**config.mk**
```make
export PLATFORM = sky130hd
export DESIGN_NAME = cvb_mul
export DESIGN_NICKNAME = d
export VERILOG_FILES = /design/src/cvb_pkg.sv /design/src/cvb_mul.sv
export SDC_FILE = /design/constraint.sdc
export NUM_CORES = 2
export LEC_CHECK = 0
export ABC_AREA = 0
export BUFFER_PORTS_ARGS = -buffer_cell sky130_fd_sc_hd__buf_2
export CORE_ASPECT_RATIO = 0.7
export CORE_MARGIN = 3
export CORE_UTILIZATION = 40
export DETAILED_ROUTE_END_ITERATION = 8
export MAX_ROUTING_LAYER = met4
export RECOVER_POWER = 25
export SLEW_MARGIN = 0
export SYNTH_ARGS = -nofsm -noshare
export SYNTH_HDL_FRONTEND = slang
export SYNTH_SLANG_ARGS = --single-unit
```
**constraint.sdc**
```tcl
create_clock -name i_clk -period 7 [get_ports i_clk]
set_clock_uncertainty 0.05 [all_clocks]
set_input_delay 0.35 -clock i_clk [delete_from_list [all_inputs] [get_ports i_clk]]
set_output_delay 0.35 -clock i_clk [all_outputs]
set_load 0.01 [all_outputs]
```
**src/cvb_pkg.sv**
```systemverilog
`timescale 1ns / 1ps
// types, constants and helper functions of the circle/box sweep block
// no dependencies
package cvb_pkg;

    localparam int MAX_BOXES     = 64;
    localparam int IDX_BITS      = $clog2(MAX_BOXES);
    localparam int CNT_BITS      = 7;
    localparam int COORD_BITS    = 24;
    localparam int FRACTION_BITS = 12;
    localparam int W2            = COORD_BITS + 4;
    localparam int PROD_BITS     = 2 * W2;
    localparam int ROT_BITS      = 16;
    localparam longint MOVE_EPS  = (64'd1 << FRACTION_BITS) / 64'd1000000;

    typedef logic signed [COORD_BITS-1:0] t_coord;
    typedef logic signed [W2-1:0]         t_w2;
    typedef logic signed [PROD_BITS-1:0]  t_prod;
    typedef logic [CNT_BITS-1:0]          t_cnt;
    typedef logic [IDX_BITS-1:0]          t_idx;

    typedef enum logic [1:0] {
        ACT_WRITE = 2'd0,
        ACT_MOVE  = 2'd1,
        ACT_HIT   = 2'd2,
        ACT_NONE  = 2'd3
    } t_action;

    typedef struct packed {
        logic [1:0]          action;
        logic [5:0]          slot;
        t_coord              first_x;
        t_coord              first_y;
        t_coord              second_x;
        t_coord              second_y;
        logic                blocking;
        logic signed [ROT_BITS-1:0] rotation;
        t_coord              radius;
    } t_in_item;

    typedef struct packed {
        t_coord result_x;
        t_coord result_y;
        logic   hit;
    } t_out_item;

    typedef struct packed {
        t_coord cx;
        t_coord cy;
        t_coord w;
        t_coord h;
    } t_box;

    typedef struct packed {
        logic we;
        t_idx addr;
        t_box data;
    } t_box_wr;

    typedef struct packed {
        logic mv;
        logic in_ok;
        t_w2  ln;
        t_w2  un;
        t_w2  den;
    } t_slab;

    function automatic t_w2 dbl(input t_coord v);
        return t_w2'(v) <<< 1;
    endfunction

    function automatic logic still(input t_w2 v);
        t_w2 m;
        m = (v < 0) ? -v : v;
        return m <= t_w2'(MOVE_EPS);
    endfunction

    function automatic t_coord sat_coord(input t_w2 v);
        t_w2 hi;
        t_w2 lo;
        hi = t_w2'({1'b0, {(COORD_BITS-1){1'b1}}});
        lo = -hi - t_w2'(1);
        if (v > hi) begin
            return t_coord'(hi);
        end else if (v < lo) begin
            return t_coord'(lo);
        end
        return t_coord'(v);
    endfunction

    // one axis of the slab test, times as numerators over a non-negative denominator
    function automatic t_slab slab(input t_coord s, input t_coord e,
                                   input t_w2 lo2, input t_w2 hi2);
        t_slab r;
        t_w2   s2;
        t_w2   d;
        t_w2   n1;
        t_w2   n2;
        s2 = dbl(s);
        d  = t_w2'(e) - t_w2'(s);
        r.mv    = !still(d);
        r.in_ok = (s2 >= lo2) && (s2 <= hi2);
        n1 = lo2 - s2;
        n2 = hi2 - s2;
        r.den = d <<< 1;
        if (r.den < 0) begin
            n1    = -n1;
            n2    = -n2;
            r.den = -r.den;
        end
        r.ln = (n1 > n2) ? n2 : n1;
        r.un = (n1 > n2) ? n1 : n2;
        return r;
    endfunction

endpackage

```
**src/cvb_mul.sv**
```systemverilog
`timescale 1ns / 1ps
// shared signed multiplier with registered product
// depends on cvb_pkg
module cvb_mul (
    input  logic          i_clk,
    input  cvb_pkg::t_w2  i_a,
    input  cvb_pkg::t_w2  i_b,
    output cvb_pkg::t_prod o_prod
);
    import cvb_pkg::*;

    t_prod r_prod;

    always_ff @(posedge i_clk) begin
        r_prod <= t_prod'(i_a) * t_prod'(i_b);
    end

    assign o_prod = r_prod;
endmodule

```
==> results_dict.tcl <==
set metrics [dict create \
    start_util 0.407 \
    synth_fa_ha_area_frac 0.625 \
    status "completed" \
    cts_buffers 5 \
    final_common_cell "inv_1" \
    yosys_warnings 0 \
    min_delay_path_depth 2 \
    synth_mux_area_frac 0.000374 \
    placed_area_um2 34800 \
    drv_slew 0 \
    grt_pass1_vias 23613 \
    stdcell_area_um2 35900 \
    netlist_instances 3197 \
    vias 21953 \
    slowest_stage "fa_1" \
    cp_data_required_time_ns 7.19 \
    max_freq_ghz 0.145 \
    wl_um 91500 \
    ctsHtreeMaxLevel 2 \
    hp-class "in -> reg" \
    dr.pass1.iters 5 \
    async_reset_ff_frac 0 \
    cp_max_fo 9 \
    arrival_ns 7.10 \
    cts.hold.buffers_added 0 \
    start_kind "primary input" \
    path_buf_inv 10 \
    worst_pin_slew_ns 0.687 \
    relSlewSlack 0.541 \
    clk_pin_slew_worst_paths_ns 0.09 \
    cts_tree "yes" \
    vias_per_cell 4.81 \
    route.detailed.drc 0 \
    synthDistinctLibCells 78 \
    clock_sinks 56 \
    fin_crit_sh 0.986 \
    syn_nets 4262 \
    fp.dieW_um 334 \
    fin_setup_tns_ns 0 \
    dieArea_um2 78600 \
    cp_slowest_stage_delay_ns 0.56 \
    grtUsageTotal 0.250 \
    drive_gt1_frac 0.186 \
    crit_family "adder cells" \
    synth_xor_area_frac 0.0166 \
    synth_top_family_by_area "adder cells" \
    nFillCells 6958 \
    chipHeight_um 235 \
    path_depth 28 \
    dpl.hpwl_um 79900 \
    rsz0062_at_grt "yes" \
    fin_nets 4648 \
    antenna_found_initial 5 \
    crit_path_frequent_cell "buf_4" \
    areaGrowthSynthToFinish_pct 19.5 \
    core-area_um2 73900 \
    largest_reg_flops 56 \
    row_count 83 \
    holdWs_ns 0.550 \
    ios 113 \
    overflow 0 \
    gp_routability_congestion 0.931 \
    clockBufferDepth 2 \
    min_from "i_b[0]" \
    hold_viol_final 0 \
    syn_avg_cell_area_um2 9.41 \
    synth_edf_count 0 \
    end_kind "flop" \
    fin_crit_ns 6.90 \
    whs_endpoint "o_prod[0]$_DFF_P_" \
    port_buffers 112 \
    drv_cap 0 \
    first_iter_violations 1658 \
    synth_compound_area_frac 0.0416 \
    final_cell_mix "799 x inv_1, 785 x fa_1, 401 x buf_4, 398 x and2_1, 386 x nand2_1" \
    cts-root-buf "clkbuf_16" \
    wl_per_cell_um 20.1 \
    grt_pass1_wl_um 144000 \
    ant_nets 0 \
    setup-violations-final 0 \
    synthFlopType "dfxtp_1" \
    grt_max_degree 23 \
    critical_path_class "in -> reg" \
    syn_area_um2 30100 \
    ys_ff_latch 56 \
    yosysSeqAreaShare 0.0373 \
    synthSimpleGateAreaFrac 0.156 \
]
## cells in the mapped netlist (8+ instances only)
| cell | n | share of area |
|---|---|---|
| a211oi_1 | 8 | 0.0020 |
| a21o_1 | 20 | 0.0050 |
| a21oi_1 | 49 | 0.0082 |
| a31oi_1 | 11 | 0.0023 |
| and2_1 | 403 | 0.084 |
| and3_1 | 8 | 0.0017 |
| clkbuf_1 | 163 | 0.020 |
| dfxtp_1 | 56 | 0.037 |
| fa_1 | 823 | 0.55 |
| ha_1 | 185 | 0.077 |
| inv_1 | 810 | 0.10 |
| nand2_1 | 388 | 0.048 |
| nand4_1 | 9 | 0.0019 |
| nor2_1 | 32 | 0.0040 |
| nor2b_1 | 21 | 0.0044 |
| nor3_1 | 14 | 0.0023 |
| o21ai_0 | 22 | 0.0037 |
| o21bai_1 | 11 | 0.0027 |
| xnor2_1 | 45 | 0.013 |
| xor2_1 | 12 | 0.0035 |
## routing by layer
metal	share of wire	routed length (µm)	GRT usage	vias up
met3	0.13	12200	0.107	41
met4	0.0074	677	0.0276	0
met1	0.49	44600	0.388	11112
met2	0.37	34000	0.304	856
li1	-	-	-	9944
met5	0	0	-	-
## area by class of cell
| cell class | instances | area, µm² | area share |
|---|---|---|---|
| clock buffers | 5 | 125 | 0.00348 |
| well taps | 977 | 1220 | 0.0340 |
| flip-flops and latches | 56 | 1120 | 0.0312 |
| diodes | 2 | 5.00 | 0.000139 |
| repair buffers | 550 | 4470 | 0.124 |
| multi-input cells | 2160 | 25900 | 0.721 |
| inverters | 810 | 3050 | 0.0849 |
| clock inverters | 3 | 25.0 | 0.000696 |
## through the flow
| stage | worst slack, ns | cells | utilization |
|---|---|---|---|
| 2_1_floorplan | -0.250 | 3197 | - |
| 3_3_place_gp | -0.697 | 4533 | 0.470 |
| 3_5_place_dp | -0.623 | 4533 | 0.470 |
| 4_1_cts | 0.0100 | 4541 | 0.473 |
| 5_1_grt | -0.0414 | 4563 | 0.486 |
| 6_report | 0.0983 | 4563 | 0.486 |
## how the worst max path moves through the flow
stage | endpoint | startpoint
final | o_prod[41]$_DFF_P_ | i_a[7]
after floorplan | o_prod[55]$_DFF_P_ | i_a[27]
after global routing | o_prod[43]$_DFF_P_ | i_a[16]
after detailed placement | o_prod[43]$_DFF_P_ | i_a[15]
after CTS | o_prod[43]$_DFF_P_ | i_b[7]
after global placement | o_prod[43]$_DFF_P_ | i_a[15]
## kinds of logic after synthesis
kind of cell / count (synthesis)
fa+ha+maj: 1008
buf+inv: 981
simple gates: 914
compound gates: 180
xor+xnor: 57
flops: 56
mux: 1
## repair_timing
action	in CTS	in global routing
gates resized for setup	18	197
endpoints found under the setup margin	21	27
buffers inserted	0	18
gates cloned	0	3
pin swaps	3	97
Power is not shown: default switching activity piles up to over one toggle a cycle in this logic, so the estimate is an artifact.
